**config.mk**
```make
export PLATFORM = sky130hd
export DESIGN_NAME = clock_movement_pulse_driver
export DESIGN_NICKNAME = d
export VERILOG_FILES = /design/src/rtl/cmpd_pkg.sv /design/src/rtl/cmpd_button.sv /design/src/rtl/clock_movement_pulse_driver.sv
export SDC_FILE = /design/constraint.sdc
export NUM_CORES = 1
export LEC_CHECK = 0
export BUFFER_PORTS_ARGS = -buffer_cell sky130_fd_sc_hd__buf_2
export CAP_MARGIN = 20
export CORE_MARGIN = 5
export CORE_UTILIZATION = 50
export CTS_BUF_LIST = sky130_fd_sc_hd__clkbuf_4 sky130_fd_sc_hd__clkbuf_8
export CTS_CLUSTER_DIAMETER = 120
export DETAILED_ROUTE_END_ITERATION = 8
export PLACE_DENSITY = 0.66
export REMOVE_ABC_BUFFERS = 1
export SETUP_SLACK_MARGIN = 0.15
export SLEW_MARGIN = 30
export SYNTH_ARGS = -nofsm -noshare
export SYNTH_HDL_FRONTEND = slang
export SYNTH_HIERARCHICAL = 1
export SYNTH_SLANG_ARGS = --single-unit
```
**constraint.sdc**
```tcl
create_clock -name clk -period 25 [get_ports clk]
set_input_delay 3.75 -clock clk [delete_from_list [all_inputs] [get_ports clk]]
set_output_delay 3.75 -clock clk [all_outputs]
set_load 0.02 [all_outputs]
```
**src/rtl/cmpd_pkg.sv**
```systemverilog
// ----------------------------------------------------------------------------
// Clock movement pulse driver package
// Operation codes, register indexes, constants and shared types.
// ----------------------------------------------------------------------------
`timescale 1ns / 1ps

package cmpd_pkg;

  typedef enum logic [2:0] {
    OP_BASE_TICK      = 3'd0,
    OP_SECOND         = 3'd1,
    OP_MINUTE         = 3'd2,
    OP_FAST_FORWARD   = 3'd3,
    OP_SET_HANDS      = 3'd4,
    OP_ENABLE_MINUTES = 3'd5
  } op_t;

  localparam logic [1:0] CFG_PULSE_TICKS      = 2'd0;
  localparam logic [1:0] CFG_LONG_PRESS_TICKS = 2'd1;
  localparam logic [1:0] CFG_DEBOUNCE_TICKS   = 2'd2;

  localparam logic [7:0] PULSE_TICKS_RESET      = 8'd4;
  localparam logic [7:0] LONG_PRESS_TICKS_RESET = 8'd40;
  localparam logic [7:0] DEBOUNCE_TICKS_RESET   = 8'd2;

  localparam logic [9:0]  DIAL_LAST      = 10'd719;
  localparam logic [11:0] DIAL_MINUTES   = 12'd720;
  localparam logic [11:0] DIAL_TWICE     = 12'd1440;
  localparam logic [5:0]  SECOND_LAST    = 6'd59;
  localparam logic [5:0]  MINUTE_SECONDS = 6'd60;

  localparam logic [7:0] PAT_LONG   = 8'b0011_0011;
  localparam logic [7:0] PAT_SHORT  = 8'b0011_1111;
  localparam logic [7:0] PAT_SECOND = 8'b0000_0001;

  // Button state after the current word, plus LED pattern requests.
  typedef struct packed {
    logic short_press;
    logic long_press;
    logic idle;
    logic led_long;
    logic led_short;
  } button_status_t;

  typedef struct packed {
    logic       coil_positive;
    logic       coil_negative;
    logic       led_lit;
    logic       button_one_short;
    logic       button_one_long;
    logic       button_two_short;
    logic       button_two_long;
    logic [9:0] hand_minutes;
    logic       second_zero;
    logic       fast_forward_on;
    logic [9:0] steps_left;
  } result_t;

endpackage

```
**src/rtl/cmpd_button.sv**
```systemverilog
// ----------------------------------------------------------------------------
// Button debouncer
// Press counter and short/long flags for one button, advanced on base ticks.
// ----------------------------------------------------------------------------
`timescale 1ns / 1ps

module cmpd_button (
  input  logic                     clk,
  input  logic                     rst,
  input  logic                     tick,
  input  logic                     down,
  input  logic [7:0]               long_press_ticks,
  input  logic [7:0]               debounce_ticks,
  output cmpd_pkg::button_status_t status
);
  import cmpd_pkg::*;

  logic [7:0] press_count;
  logic [7:0] press_count_next;
  logic       short_flag;
  logic       short_flag_next;
  logic       long_flag;
  logic       long_flag_next;
  logic [7:0] released_count;
  logic       led_long;
  logic       led_short;

  always_comb begin
    press_count_next = press_count;
    short_flag_next  = short_flag;
    long_flag_next   = long_flag;
    released_count   = long_flag ? 8'd0 : press_count;
    led_long         = 1'b0;
    led_short        = 1'b0;
    if (down) begin
      if (press_count != 8'hFF) begin
        press_count_next = press_count + 8'd1;
      end
      if (press_count > long_press_ticks) begin
        long_flag_next = 1'b1;
        led_long       = !long_flag;
      end
    end else begin
      long_flag_next = 1'b0;
      if (released_count > debounce_ticks) begin
        press_count_next = released_count - 8'd1;
        short_flag_next  = 1'b1;
      end else begin
        led_short        = (released_count != 8'd0);
        press_count_next = 8'd0;
        short_flag_next  = 1'b0;
      end
    end
  end

  always_ff @(posedge clk) begin
    if (rst) begin
      press_count <= 8'd0;
      short_flag  <= 1'b0;
      long_flag   <= 1'b0;
    end else if (tick) begin
      press_count <= press_count_next;
      short_flag  <= short_flag_next;
      long_flag   <= long_flag_next;
    end
  end

  assign status.short_press = tick ? short_flag_next : short_flag;
  assign status.long_press  = tick ? long_flag_next : long_flag;
  assign status.idle        = (press_count == 8'd0);
  assign status.led_long    = tick && led_long;
  assign status.led_short   = tick && led_short;

endmodule

```
**src/rtl/clock_movement_pulse_driver.sv**
```systemverilog
// ----------------------------------------------------------------------------
// Clock movement pulse driver
// Single-coil stepper pulse generator with button debouncing and hand tracking.
// ----------------------------------------------------------------------------
// Every input word carries one event (base tick, second, minute trigger,
// fast-forward trigger, set hands, enable minutes) and yields exactly one
// result word that reports the coil drive, the LED bit shifted out, the four
// button flags, the hand position and the fast-forward status. The block
// takes one word per cycle while item_stall is low; all state updates for a
// word are made by combinational logic from the input ports straight into the
// registered result. Results go through a two-entry output buffer, so the
// input keeps flowing while one result waits to be taken; item_stall rises
// only when both entries are full. The three configuration registers are
// written through cfg_write, cfg_index and cfg_data; writes to an index past
// the last register are ignored.
`timescale 1ns / 1ps

module clock_movement_pulse_driver (
  input  logic       clk,
  input  logic       rst,
  // Configuration write port.
  input  logic       cfg_write,
  input  logic [1:0] cfg_index,
  input  logic [7:0] cfg_data,
  // Input words.
  input  logic       item_valid,
  output logic       item_stall,
  input  logic [2:0] operation,
  input  logic       button_one_down,
  input  logic       button_two_down,
  input  logic [4:0] from_hour,
  input  logic [5:0] from_minute,
  input  logic [4:0] to_hour,
  input  logic [5:0] to_minute,
  // Result words.
  output logic       result_valid,
  input  logic       result_stall,
  output logic       coil_positive,
  output logic       coil_negative,
  output logic       led_lit,
  output logic       button_one_short,
  output logic       button_one_long,
  output logic       button_two_short,
  output logic       button_two_long,
  output logic [9:0] hand_minutes,
  output logic       second_zero,
  output logic       fast_forward_on,
  output logic [9:0] steps_left
);
  import cmpd_pkg::*;

  // Reduce an hour of 0..31 to 0..11.
  function automatic logic [3:0] hour_mod12(input logic [4:0] hour);
    logic [4:0] reduced;
    reduced = hour;
    if (hour >= 5'd24) begin
      reduced = hour - 5'd24;
    end else if (hour >= 5'd12) begin
      reduced = hour - 5'd12;
    end
    return reduced[3:0];
  endfunction

  // Minutes past twelve on the dial; at most 723 for out-of-range minutes.
  function automatic logic [9:0] dial_minutes(input logic [4:0] hour,
                                              input logic [5:0] minute);
    logic [9:0] hour_part;
    hour_part = 10'(hour_mod12(hour) * MINUTE_SECONDS);
    return hour_part + {4'd0, minute};
  endfunction

  // Configuration registers.
  logic [7:0] pulse_ticks;
  logic [7:0] long_press_ticks;
  logic [7:0] debounce_ticks;

  // Movement state.
  logic [7:0] pulse_count, pulse_count_next;
  logic       power_on, power_on_next;
  logic       polarity, polarity_next;
  logic       minute_enable, minute_enable_next;
  logic       fast_enable, fast_enable_next;
  logic [9:0] steps_remaining, steps_remaining_next;
  logic [9:0] hand_position, hand_position_next;
  logic [5:0] seconds_count, seconds_count_next;
  logic       second_zero_flag, second_zero_flag_next;
  logic [7:0] led_pattern, led_pattern_next;

  // Output buffer: head entry drives the ports, the spare catches overflow.
  result_t res, spare;
  logic    spare_valid;
  result_t result_next;

  logic           accept;
  logic           tick;
  logic           led_next;
  op_t            op;
  button_status_t button_one;
  button_status_t button_two;
  logic [7:0]     pulse_count_inc;
  logic [9:0]     steps_dec;
  logic [9:0]     hand_inc;
  logic [9:0]     from_total;
  logic [9:0]     to_total;
  logic [11:0]    distance_raw;
  logic [11:0]    distance_once;
  logic [11:0]    distance;

  assign item_stall = spare_valid;
  assign accept     = item_valid && !item_stall;
  assign op         = op_t'(operation);
  assign tick       = accept && (op == OP_BASE_TICK);

  cmpd_button u_button_one (
    .clk              (clk),
    .rst              (rst),
    .tick             (tick),
    .down             (button_one_down),
    .long_press_ticks (long_press_ticks),
    .debounce_ticks   (debounce_ticks),
    .status           (button_one)
  );

  cmpd_button u_button_two (
    .clk              (clk),
    .rst              (rst),
    .tick             (tick),
    .down             (button_two_down),
    .long_press_ticks (long_press_ticks),
    .debounce_ticks   (debounce_ticks),
    .status           (button_two)
  );

  // Configuration writes.
  always_ff @(posedge clk) begin
    if (rst) begin
      pulse_ticks      <= PULSE_TICKS_RESET;
      long_press_ticks <= LONG_PRESS_TICKS_RESET;
      debounce_ticks   <= DEBOUNCE_TICKS_RESET;
    end else if (cfg_write) begin
      unique case (cfg_index)
        CFG_PULSE_TICKS:      pulse_ticks      <= cfg_data;
        CFG_LONG_PRESS_TICKS: long_press_ticks <= cfg_data;
        CFG_DEBOUNCE_TICKS:   debounce_ticks   <= cfg_data;
        default: ;
      endcase
    end
  end

  // Forward distance from the shown time to the target time, in 0..719.
  // The raw sum lies in 717..2163, so two conditional subtractions suffice.
  assign from_total    = dial_minutes(from_hour, from_minute);
  assign to_total      = dial_minutes(to_hour, to_minute);
  assign distance_raw  = {2'd0, to_total} + DIAL_TWICE - {2'd0, from_total};
  assign distance_once = (distance_raw >= DIAL_TWICE) ? distance_raw - DIAL_TWICE
                                                      : distance_raw;
  assign distance      = (distance_once >= DIAL_MINUTES) ? distance_once - DIAL_MINUTES
                                                         : distance_once;

  assign hand_inc        = (hand_position == DIAL_LAST) ? 10'd0 : hand_position + 10'd1;
  assign pulse_count_inc = power_on ? pulse_count + 8'd1 : pulse_count;
  assign steps_dec       = (steps_remaining != 10'd0) ? steps_remaining - 10'd1
                                                      : steps_remaining;

  // Next state for the accepted word.
  always_comb begin
    pulse_count_next      = pulse_count;
    power_on_next         = power_on;
    polarity_next         = polarity;
    minute_enable_next    = minute_enable;
    fast_enable_next      = fast_enable;
    steps_remaining_next  = steps_remaining;
    hand_position_next    = hand_position;
    seconds_count_next    = seconds_count;
    second_zero_flag_next = second_zero_flag;
    led_pattern_next      = led_pattern;
    led_next              = 1'b0;
    unique case (op)
      OP_BASE_TICK: begin
        led_next         = led_pattern[0];
        led_pattern_next = {1'b0, led_pattern[7:1]};
        pulse_count_next = pulse_count_inc;
        // A pulse ends once its tick count passes the programmed width; the
        // polarity flips for the next step and fast-forward counts one down.
        if (pulse_count_inc > pulse_ticks) begin
          power_on_next    = 1'b0;
          pulse_count_next = 8'd0;
          polarity_next    = !polarity;
          if (fast_enable) begin
            steps_remaining_next = steps_dec;
            if (steps_dec == 10'd0) begin
              fast_enable_next   = 1'b0;
              minute_enable_next = 1'b1;
            end
          end
        end
        // Button one is handled before button two, so two wins a conflict.
        if (button_one.led_long) begin
          led_pattern_next = PAT_LONG;
        end
        if (button_one.led_short) begin
          led_pattern_next = PAT_SHORT;
        end
        if (button_two.led_long) begin
          led_pattern_next = PAT_LONG;
        end
        if (button_two.led_short) begin
          led_pattern_next = PAT_SHORT;
        end
      end
      OP_SECOND: begin
        if (button_one.idle && button_two.idle) begin
          led_pattern_next = PAT_SECOND;
        end
        seconds_count_next    = (seconds_count == SECOND_LAST) ? 6'd0
                                                               : seconds_count + 6'd1;
        second_zero_flag_next = (seconds_count == SECOND_LAST);
      end
      OP_MINUTE: begin
        if (minute_enable) begin
          power_on_next      = 1'b1;
          hand_position_next = hand_inc;
        end
      end
      OP_FAST_FORWARD: begin
        if (fast_enable) begin
          power_on_next      = 1'b1;
          hand_position_next = hand_inc;
        end
      end
      OP_SET_HANDS: begin
        steps_remaining_next = distance[9:0];
        if (distance != 12'd0) begin
          minute_enable_next = 1'b0;
          fast_enable_next   = 1'b1;
        end
      end
      OP_ENABLE_MINUTES: begin
        minute_enable_next = 1'b1;
      end
      default: ;
    endcase
  end

  always_comb begin
    result_next.coil_positive    = power_on_next && polarity_next;
    result_next.coil_negative    = power_on_next && !polarity_next;
    result_next.led_lit          = led_next;
    result_next.button_one_short = button_one.short_press;
    result_next.button_one_long  = button_one.long_press;
    result_next.button_two_short = button_two.short_press;
    result_next.button_two_long  = button_two.long_press;
    result_next.hand_minutes     = hand_position_next;
    result_next.second_zero      = second_zero_flag_next;
    result_next.fast_forward_on  = fast_enable_next;
    result_next.steps_left       = steps_remaining_next;
  end

  always_ff @(posedge clk) begin
    if (rst) begin
      pulse_count      <= 8'd0;
      power_on         <= 1'b0;
      polarity         <= 1'b0;
      minute_enable    <= 1'b0;
      fast_enable      <= 1'b0;
      steps_remaining  <= 10'd0;
      hand_position    <= 10'd0;
      seconds_count    <= 6'd0;
      second_zero_flag <= 1'b0;
      led_pattern      <= 8'd0;
    end else if (accept) begin
      pulse_count      <= pulse_count_next;
      power_on         <= power_on_next;
      polarity         <= polarity_next;
      minute_enable    <= minute_enable_next;
      fast_enable      <= fast_enable_next;
      steps_remaining  <= steps_remaining_next;
      hand_position    <= hand_position_next;
      seconds_count    <= seconds_count_next;
      second_zero_flag <= second_zero_flag_next;
      led_pattern      <= led_pattern_next;
    end
  end

  // Output buffer control. The spare entry fills only when the head is held,
  // and while it is full no new word is taken.
  always_ff @(posedge clk) begin
    if (rst) begin
      result_valid <= 1'b0;
      spare_valid  <= 1'b0;
    end else if (result_valid && !result_stall) begin
      if (spare_valid) begin
        spare_valid <= 1'b0;
      end else begin
        result_valid <= accept;
      end
    end else if (accept) begin
      if (result_valid) begin
        spare_valid <= 1'b1;
      end else begin
        result_valid <= 1'b1;
      end
    end
  end

  always_ff @(posedge clk) begin
    if (result_valid && !result_stall) begin
      res <= spare_valid ? spare : result_next;
    end else if (accept) begin
      if (result_valid) begin
        spare <= result_next;
      end else begin
        res <= result_next;
      end
    end
  end

  assign coil_positive    = res.coil_positive;
  assign coil_negative    = res.coil_negative;
  assign led_lit          = res.led_lit;
  assign button_one_short = res.button_one_short;
  assign button_one_long  = res.button_one_long;
  assign button_two_short = res.button_two_short;
  assign button_two_long  = res.button_two_long;
  assign hand_minutes     = res.hand_minutes;
  assign second_zero      = res.second_zero;
  assign fast_forward_on  = res.fast_forward_on;
  assign steps_left       = res.steps_left;

endmodule

```
======== After elaboration in Yosys (flattened, before gate mapping) ========
Index checks and enable logic that the tools add are counted.
Widths: inputs -> output; s select.
storage, ports and cells
  word-level logic and storage cells ...... 213
  output and inout bits ................... 31
  input bits .............................. 42
  register bits ........................... 151
cells by class
  add/subtract/negate cells ............... 18
  eq/ne operators ......................... 20
  $mul .................................... 2
  bitwise gates (word level) .............. 1
  reduce and logical (&&, ||, !) cells .... 42
  $lt $le $gt $ge ......................... 11
  multiplexer cells ....................... 76
operator list
  kind                    number
  $mux 29                 4
  $mux 8                  14
  $mux 10                 6
  $gt 8x8->1              5
  $pmux 10 s2             2
  $mux 1                  38
  $add 8x1->8 const B     3
  $mux 12                 2
  $add 10x6->10           2
  $reduce_and 2->1        10
  $logic_not 8->1         2
  $mul 4x4->8 const B     2
  $mux 4                  4
  $ne 8x8->1 const B      2
  $pmux 8 s2              1
  $reduce_bool 8->1       2
  $sub 4x4->4 const B     4
  $sub 8x1->8 const B     2
  $add 10x11->12 const B  1
  $ge 12x10->1 const B    1
  $ge 12x11->1 const B    1
  $reduce_bool 12->1      1
  $sub 12x10->12          1
  $sub 12x10->12 const B  1
  31 further kinds        59

======== Longest topological paths before layout ========
Gate-level depths: netlist of the first run.
  word-level depth ........................ 17
  gate-level depth with buffers ........... 34
  depth with buffers taken out ............ 34

======== Hierarchy ========
The synthesis of the first run kept the hierarchy.
modules (own cells, without submodules)
  module                       cells an instance  area an instance (um^2)  times used
  clock_movement_pulse_driver  998                8,562.0                  1
  cmpd_button                  188                1,345.0                  2

======== Worst setup path after synthesis of the first run ========
Ideal clock, no wire load.
  path type ............................... input to register
  from .................................... in from_hour[2]
  to ...................................... reg spare[10] (netlist bit), data pin
  stages on the path ...................... 29
  data required time ...................... 24.745 ns
  setup slack ............................. 13.983 ns
  path buffers ............................ 0
  setup time .............................. 0.255 ns
  arrival time ............................ 10.763 ns
  path through ............................ ha_1 -> nor3b_1 -> or3_1 -> a31oi_1 -> fa_1 -> fa_1 -> fa_1 -> ha_1 -> nor2b_1 -> o21a_1 -> xor2_1 -> ha_1 -> inv_1 -> ha_1 -> a21o_1 -> or2_4 -> a21o_4 -> o31a_1 -> nor2_1 -> xnor2_1 -> ha_1 -> nor3_1 -> o21ai_1 -> and2_1 -> nand2_1 -> a311oi_1 -> o31a_1 -> nand4bb_1 -> a21bo_2
between the ends
  word-level cells in the longest chain between the ends .. 13
  elaborated cells between the ends (all ways) .. 18
  those cells by class .................... add/sub (6); mul (1); order compare (4); mux (6); reduce/logical (1)
RTL lines
  element                                                line                                                                  RTL
  start: declaration                                     clock_movement_pulse_driver.sv:31                                     input logic [4:0] from_hour,
  $sub 4x4->4 / $ge 5x4->1 (equally long branches)       clock_movement_pulse_driver.sv:59, clock_movement_pulse_driver.sv:58
  $mux 4                                                 clock_movement_pulse_driver.sv:58                                     end else if (hour >= 5'd12) begin
  $mux 4 *                                               clock_movement_pulse_driver.sv:56                                     if (hour >= 5'd24) begin
  $mul 4x4->8 *                                          clock_movement_pulse_driver.sv:68                                     hour_part = 10'(hour_mod12(hour) * MINUTE_SECONDS);
  $add 10x6->10 *                                        clock_movement_pulse_driver.sv:69                                     return hour_part + {4'd0, minute};
  $sub 12x10->12 *                                       clock_movement_pulse_driver.sv:154                                    assign distance_raw = {2'd0, to_total} + DIAL_TWICE - {2'd0, from_total};
  $sub 12x11->12 / $ge 12x11->1 (equally long branches)  clock_movement_pulse_driver.sv:155                                    assign distance_once = (distance_raw >= DIAL_TWICE) ? distance_raw - DIAL_TWICE
  $mux 12 *                                              clock_movement_pulse_driver.sv:155
  $sub 12x10->12 / $ge 12x10->1 (equally long branches)  clock_movement_pulse_driver.sv:157                                    assign distance = (distance_once >= DIAL_MINUTES) ? distance_once - DIAL_MINUTES
  $mux 12 *                                              clock_movement_pulse_driver.sv:157
  $reduce_bool 12->1 *                                   clock_movement_pulse_driver.sv:233                                    if (distance != 12'd0) begin
  $mux 1 *                                               clock_movement_pulse_driver.sv:233
  $pmux 1 s2 *                                           clock_movement_pulse_driver.sv:178                                    unique case (op)
  via fast_enable_next                                   clock_movement_pulse_driver.sv:82                                     logic fast_enable, fast_enable_next;
  end signal: assignment                                 clock_movement_pulse_driver.sv:311                                    spare <= result_next;
  end: declaration                                       clock_movement_pulse_driver.sv:90                                     result_t res, spare;
Mark *: on every way through the listed nets, which the timed path passes. The rest lies on a longest branch.
A chain may end at the register's enable or synchronous reset.

======== Worst setup path in the final report of the first run ========
  from .................................... in from_hour[2]
  to ...................................... reg res (netlist bit steps_left[8]), data pin
between the ends
  word-level cells in the longest chain between the ends .. 14
  elaborated cells between the ends (all ways) .. 20
  those cells by class .................... add/sub (6); mul (1); order compare (4); mux (9)
RTL lines
  element                                                line                                                                  RTL
  $sub 4x4->4 / $ge 5x4->1 (equally long branches)       clock_movement_pulse_driver.sv:59, clock_movement_pulse_driver.sv:58
  $mux 4                                                 clock_movement_pulse_driver.sv:58
  $mux 4 *                                               clock_movement_pulse_driver.sv:56
  $mul 4x4->8 *                                          clock_movement_pulse_driver.sv:68
  $add 10x6->10 *                                        clock_movement_pulse_driver.sv:69
  $sub 12x10->12 *                                       clock_movement_pulse_driver.sv:154
  $sub 12x11->12 / $ge 12x11->1 (equally long branches)  clock_movement_pulse_driver.sv:155
  $mux 12 *                                              clock_movement_pulse_driver.sv:155
  $sub 12x10->12 / $ge 12x10->1 (equally long branches)  clock_movement_pulse_driver.sv:157
  $mux 12 *                                              clock_movement_pulse_driver.sv:157
  $pmux 10 s2 *                                          clock_movement_pulse_driver.sv:178
  $mux 29                                                clock_movement_pulse_driver.sv:310                                    if (result_valid) begin
  $mux 29                                                clock_movement_pulse_driver.sv:309                                    end else if (accept) begin
  $mux 29 *                                              clock_movement_pulse_driver.sv:307                                    if (result_valid && !result_stall) begin
  end signal: assignment                                 clock_movement_pulse_driver.sv:308                                    res <= spare_valid ? spare : result_next;
  end signal: assignment                                 clock_movement_pulse_driver.sv:313                                    res <= result_next;
  end: declaration                                       clock_movement_pulse_driver.sv:90
Every way passes the cells marked *; elsewhere a longest branch is shown, timed or not. The select of a mux whose other input is x is not followed.

==> run summary, run 1 <==
worst hold slack - 0.4622 ns
via count - 9690
grt ovf - 0
initial core utilization - 0.5124
Routed WL - 26210 um
TNS Setup - 0 ns
most common cell in the netlist - nor2_1
unrepaired setup endpoints after global routing - false
DIE HEIGHT - 160.0 um
top post-synthesis cells by area - dfxtp_1 16%, edfxtp_1 15%, ha_1 11%, nor2_1 6.1%, a21oi_1 4.5%
Fin. Hold Viols - 0
Setup Buffers After CTS - 0
CP endpoint - steps_left[8]
Reg2Reg Depth - 15
Post-CTS Resized - 0
nature of the critical path startpoint - input port
Worst setup EP type - flop
core area - 21960 um2
slowest stage cell on the critical path - a31oi_1
vias in the first global route - 9005
slew at the pin closest to its max-slew limit - 0.7787 ns
Synth area leader - dfxtp_1
Hold Path Cell Cnt - 2
drt drc - 0
number of synthesized flops with an enable pin - 58
CP peak stage delay - 0.58 ns
Crit path depth - 31
Final Wtd Congestion - 0.8676
top_reg_cell synth - dfxtp_1
share of the synthesized area in the top cell type - 0.1619
Setup Viol. Count Final - 0
Ports - 73
die area - 25600 um2
Cell Rows - 54
Layout area overhead - 7.762%
critical setup path kind - in -> reg
post-synthesis sequential area ratio - 0.3167
RR Startpoint - power_on
r2r setup slk - 20.82 ns
Crit Reg-Reg Endpoint - steps_left[7]
ys async rst share - 0
Via density - 5.693
buffers and inverters on the worst path - 2
Clk pin slew, worst setup/hold paths - 0.10 ns
TritonCTS sink count - 149
post-synthesis register bit count - 149
average wire per standard cell - 15.40 um
clock period minus worst slack - 11.45 ns
Netlist cell types - 83
Filler Cells Inserted - 2043
Worst Setup SP - from_hour[2]
CP most frequent cell - ha_1
first-pass GRT wire length - 43860 um
top cells by count, synth - 184 x nor2_1, 120 x nand2_1, 101 x a21oi_1, 100 x inv_1, 99 x ha_1
initial antenna violation count - 0
Syn Area/Cell - 8.189 um2
CP Max Fanout - 7
Num CTS Buffers - 17
Clock Latency Late Sink - 0.48 ns
Final Skew - 0.01627 ns
All-Layer GR Usage - 0.2022
Min-Delay Path Class - reg -> reg
Die Width - 160.0 um
CP required - 25.22 ns
diode count - 0
max cap viols - 0
1st-pass router iterations - 7
CTS root buf - clkbuf_8
Slew HR - 0.4809
largest net degree at the start of global routing - 54
hold_buf cts - 0
crit share post-route - 0.4579
Initial DRC Count - 663
Slew Viols, Final - 0
delay-heaviest family, CP - adder cells
fmax - 0.08735 GHz
hpwl dp - 19240 um
CTS tree - yes
fraction of layout cells with a size suffix above 1 - 0.1104
synthesized cell area - 11250 um2
Cells after Synth - 1374
IO buf count - 72
yosys warns - 6
Max clock buf depth - 2
Detail Route Antenna Nets - 0
critical path arrival - 11.67 ns
status - finished, final reports clean
Nets - 1559
htree depth - 4
## sequential cells by signal, summed over array words and instances (netlist names), 6 cells and up
signal	count
spare	29
hand_minutes	10
hand_position	10
steps_left	10
steps_remaining	10
debounce_ticks	8
long_press_ticks	8
pulse_count	8
pulse_ticks	8
u_button_one/press_count	8
u_button_two/press_count	8
led_pattern	6
seconds_count	6
## kinds of logic after synthesis
| logic type | synth area share |
|---|---|
| AND/OR/NAND/NOR | 0.2169 |
| AO/OA/AOI/OAI | 0.2040 |
| buffers and inverters | 0.06316 |
| flip-flops | 0.3167 |
| adder cells (fa/ha/maj) | 0.1261 |
| XOR/XNOR | 0.04904 |
| multiplexers | 0.02402 |
## through the flow
stage | util | area [um2] | cells | setup WS (ns)
2_1_floorplan | - | 10920 | 1309 | 13.97
3_3_place_gp | 0.5329 | 11700 | 1670 | 13.20
3_5_place_dp | 0.5332 | 11710 | 1670 | 13.14
4_1_cts | 0.5522 | 12130 | 1702 | 13.65
5_1_grt | 0.5522 | 12130 | 1702 | 12.97
6_report | 0.5522 | 12130 | 1702 | 13.55
## cells in the final DEF (no fill, tap or decap), types with 17 or more instances in the layout
master / n
dfxtp_1: 91
nand2_1: 120
ha_1: 99
nand4_1: 18
buf_2: 72
nor2b_1: 30
a31oi_1: 18
xnor2_1: 36
o21ai_0: 78
clkbuf_8: 17
mux2i_1: 18
nand3_1: 32
inv_1: 100
nor2_1: 184
a21oi_1: 101
edfxtp_1: 58
nor3_1: 44
xor2_1: 26
## per-layer routing
metal  global-route usage  wire length (um)
met1               0.2874             12810
met2               0.3272             12060
met3              0.03531              1144
met4              0.03754               204
met5                    0                 0
## area by class of cell
class	count	area, um2	share of cell area
clock inverter	15	182.7	0.01507
sequential	149	3563	0.2939
inverter	100	375.4	0.03096
clock buffer	17	234.0	0.01930
timing repair buffer	81	427.9	0.03529
tap	280	350.3	0.02889
multi-input combinational	1060	6992	0.5766
## worst min path at each step
| stage | startpoint | end | slack [ns] |
|---|---|---|---|
| after floorplan | led_pattern[2] | led_pattern[2] | 0.43 |
| after global placement | led_pattern[5] | led_pattern[5] | 0.44 |
| after detailed placement | led_pattern[5] | led_pattern[5] | 0.45 |
| after CTS | led_pattern[2] | led_pattern[2] | 0.47 |
| after global routing | led_pattern[2] | led_pattern[2] | 0.49 |
| final | led_pattern[2] | led_pattern[2] | 0.46 |
## worst min-delay path: stages, from the launching register on
cell	delay [ns]
dfxtp_1	0.32
nand2_1	0.05
a21oi_1	0.05
Power of run 1 is left out: the tool's default activity adds up to more than one toggle a clock period on the data nets, which glitch-free logic cannot reach.
==> run 2, diff against run 1 <==
==> constraint.sdc (replaced) <==
create_clock -name clk -period 10.75 [get_ports clk]
set_input_delay 1.6125 -clock clk [delete_from_list [all_inputs] [get_ports clk]]
set_output_delay 1.6125 -clock clk [all_outputs]
set_load 0.02 [all_outputs]
==> run 2 against run 1 <==
  * Critical path depth increased by 1
  * Die area unchanged
  * Cell area increased by 0.11%
  * Flip-flop and latch count unchanged
  * Cell count unchanged
  * Register-to-register slack got worse by 14 ns
==> run summary, run 2 (synthesis gave the netlist of run 1 again) <==
Reg with most FFs - spare
fin area - 12140 um2 (+0.11%)
Setup Buffers After CTS - 0 (unchanged)
slowest stage cell on the critical path - a31oi_1
Slew Viols, Final - 0 (unchanged)
die area - 25600 um2 (unchanged)
CP most frequent cell - ha_1
CTS root buf - clkbuf_8
commonest non-fill, non-tap cell in the layout - nor2_1
RR Startpoint - power_on
TritonCTS sink count - 149 (unchanged)
r2r setup slk - 6.60 ns (-14.22 ns)
drt drc - 0 (unchanged)
Reg2Reg Depth - 15 (unchanged)
Clk pin slew, worst setup/hold paths - 0.09 ns (about the same)
Slew HR - 0.4348 (-0.04607)
hpwl dp - 19220 um (-0.11%)
fmax - 0.1074 GHz
CP required - 11.15 ns (-14.07 ns)
Crit Reg-Reg Endpoint - steps_left[7]
grt ovf - 0 (unchanged)
status - finished, final reports clean
Final Wtd Congestion - 0.8503 (-2.0%)
clock period minus worst slack - 9.308 ns
Filler Cells Inserted - 2072 (+1.4%)
DIE HEIGHT - 160.0 um (unchanged)
CP endpoint - steps_remaining[5]
critical setup path kind - in -> reg
core area - 21960 um2 (unchanged)
via count - 9695 (+0.052%)
CP Max Fanout - 7 (unchanged)
max cap viols - 0 (unchanged)
1st-pass router iterations - 5 (-2)
Die Width - 160.0 um (unchanged)
crit share post-route - 0.8659
Via density - 5.696 (about the same)
All-Layer GR Usage - 0.2078 (+0.005577)
CP peak stage delay - 0.61 ns (+0.03 ns)
most frequent cells in the layout - 184 x nor2_1, 120 x nand2_1, 101 x a21oi_1
Routed WL - 26310 um (+0.35%)
area post-placement - 11710 um2 (unchanged)
fraction of layout cells with a size suffix above 1 - 0.1104 (unchanged)
nature of the critical path startpoint - input port
Worst Setup SP - from_hour[2]
Fin. Hold Viols - 0 (unchanged)
initial antenna violation count - 0 (unchanged)
Ports - 73 (unchanged)
TNS Setup - 0 ns (unchanged)
IO buf count - 72 (unchanged)
Final Skew - 0.01559 ns (-0.0006792 ns)
Post-CTS Resized - 0 (unchanged)
unrepaired setup endpoints after global routing - false
slew at the pin closest to its max-slew limit - 0.8478 ns (+0.06911 ns)
diode count - 0 (unchanged)
Layout area overhead - 7.884%
Cell Rows - 54 (unchanged)
initial core utilization - 0.5124 (unchanged)
average wire per standard cell - 15.46 um (+0.35%)
Clock Latency Late Sink - 0.47 ns (about the same)
largest net degree at the start of global routing - 54 (unchanged)
max FFs per register - 29 (unchanged)
vias in the first global route - 9300 (+3.3%)
htree depth - 4 (unchanged)
Max clock buf depth - 2 (unchanged)
Setup Viol. Count Final - 0 (unchanged)
hold_buf cts - 0 (unchanged)
critical path arrival - 9.71 ns (-1.96 ns)
Worst setup EP type - flop
Post-Route Utilization - 0.5528 (+0.0006270)
Initial DRC Count - 691 (+4.2%)
Detail Route Antenna Nets - 0 (unchanged)
Nets - 1559 (unchanged)
Num CTS Buffers - 17 (unchanged)
CTS tree - yes
first-pass GRT wire length - 45060 um (+2.7%)
Min-Delay Path Class - reg -> reg
[run 2: changes by cell type in the layout (fill, tap and decap cells not counted), sizes merged]
cell,delta
inv,-5
clkinvlp,+3
clkbuf,+3
clkinv,-3
bufinv,+2
[run 2: worst max-delay path: cells and delay by family]
| family | cells | cell delay, ns |
|---|---|---|
| buf+inv | 2 | 0.16 |
| xor+xnor | 2 | 0.54 |
| simple gates | 10 | 1.85 |
| compound gates | 10 | 2.46 |
| fa+ha+maj | 8 | 3.09 |
[run 2: how the worst min path moves through the flow]
stage                              start             end  slack (ns)  depth (start not counted)
after CTS                 led_pattern[5]  led_pattern[5]        0.46                          2
after floorplan           led_pattern[2]  led_pattern[2]        0.43                          2
final                     led_pattern[4]  led_pattern[4]        0.46                          2
after global routing      led_pattern[1]  led_pattern[1]        0.49                          2
after global placement    led_pattern[5]  led_pattern[5]        0.44                          2
after detailed placement  led_pattern[5]  led_pattern[5]        0.45                          2
[run 2: layout make-up]
| cell class | instances | area (um2) | area share |
|---|---|---|---|
| multi-input cells | 1060 | 6992 | 0.5760 |
| clock inverters | 12 | 167.7 | 0.01381 |
| well taps | 280 | 350.3 | 0.02886 |
| flip-flops and latches | 149 | 3563 | 0.2935 |
| repair buffers | 81 | 427.9 | 0.03525 |
| inverters | 100 | 375.4 | 0.03092 |
| clock buffers | 20 | 262.8 | 0.02165 |
[run 2: per-layer routing]
layer  GRT usage  part of all wire
met1      0.2851              0.48
met5           0                 0
met2      0.3435              0.46
met4     0.04654            0.0089
met3     0.03711             0.046
[run 2: stage by stage]
stage | cells | setup slack [ns] | hold slack [ns]
after CTS | 1702 | 1.458 | 0.4590
after floorplan | 1309 | 1.859 | 0.4259
after global placement | 1670 | 1.086 | 0.4405
final | 1702 | 1.442 | 0.4563
after detailed placement | 1670 | 0.9728 | 0.4463
after global routing | 1702 | 0.6788 | 0.4870
Power of run 2 is left out for the same reason.
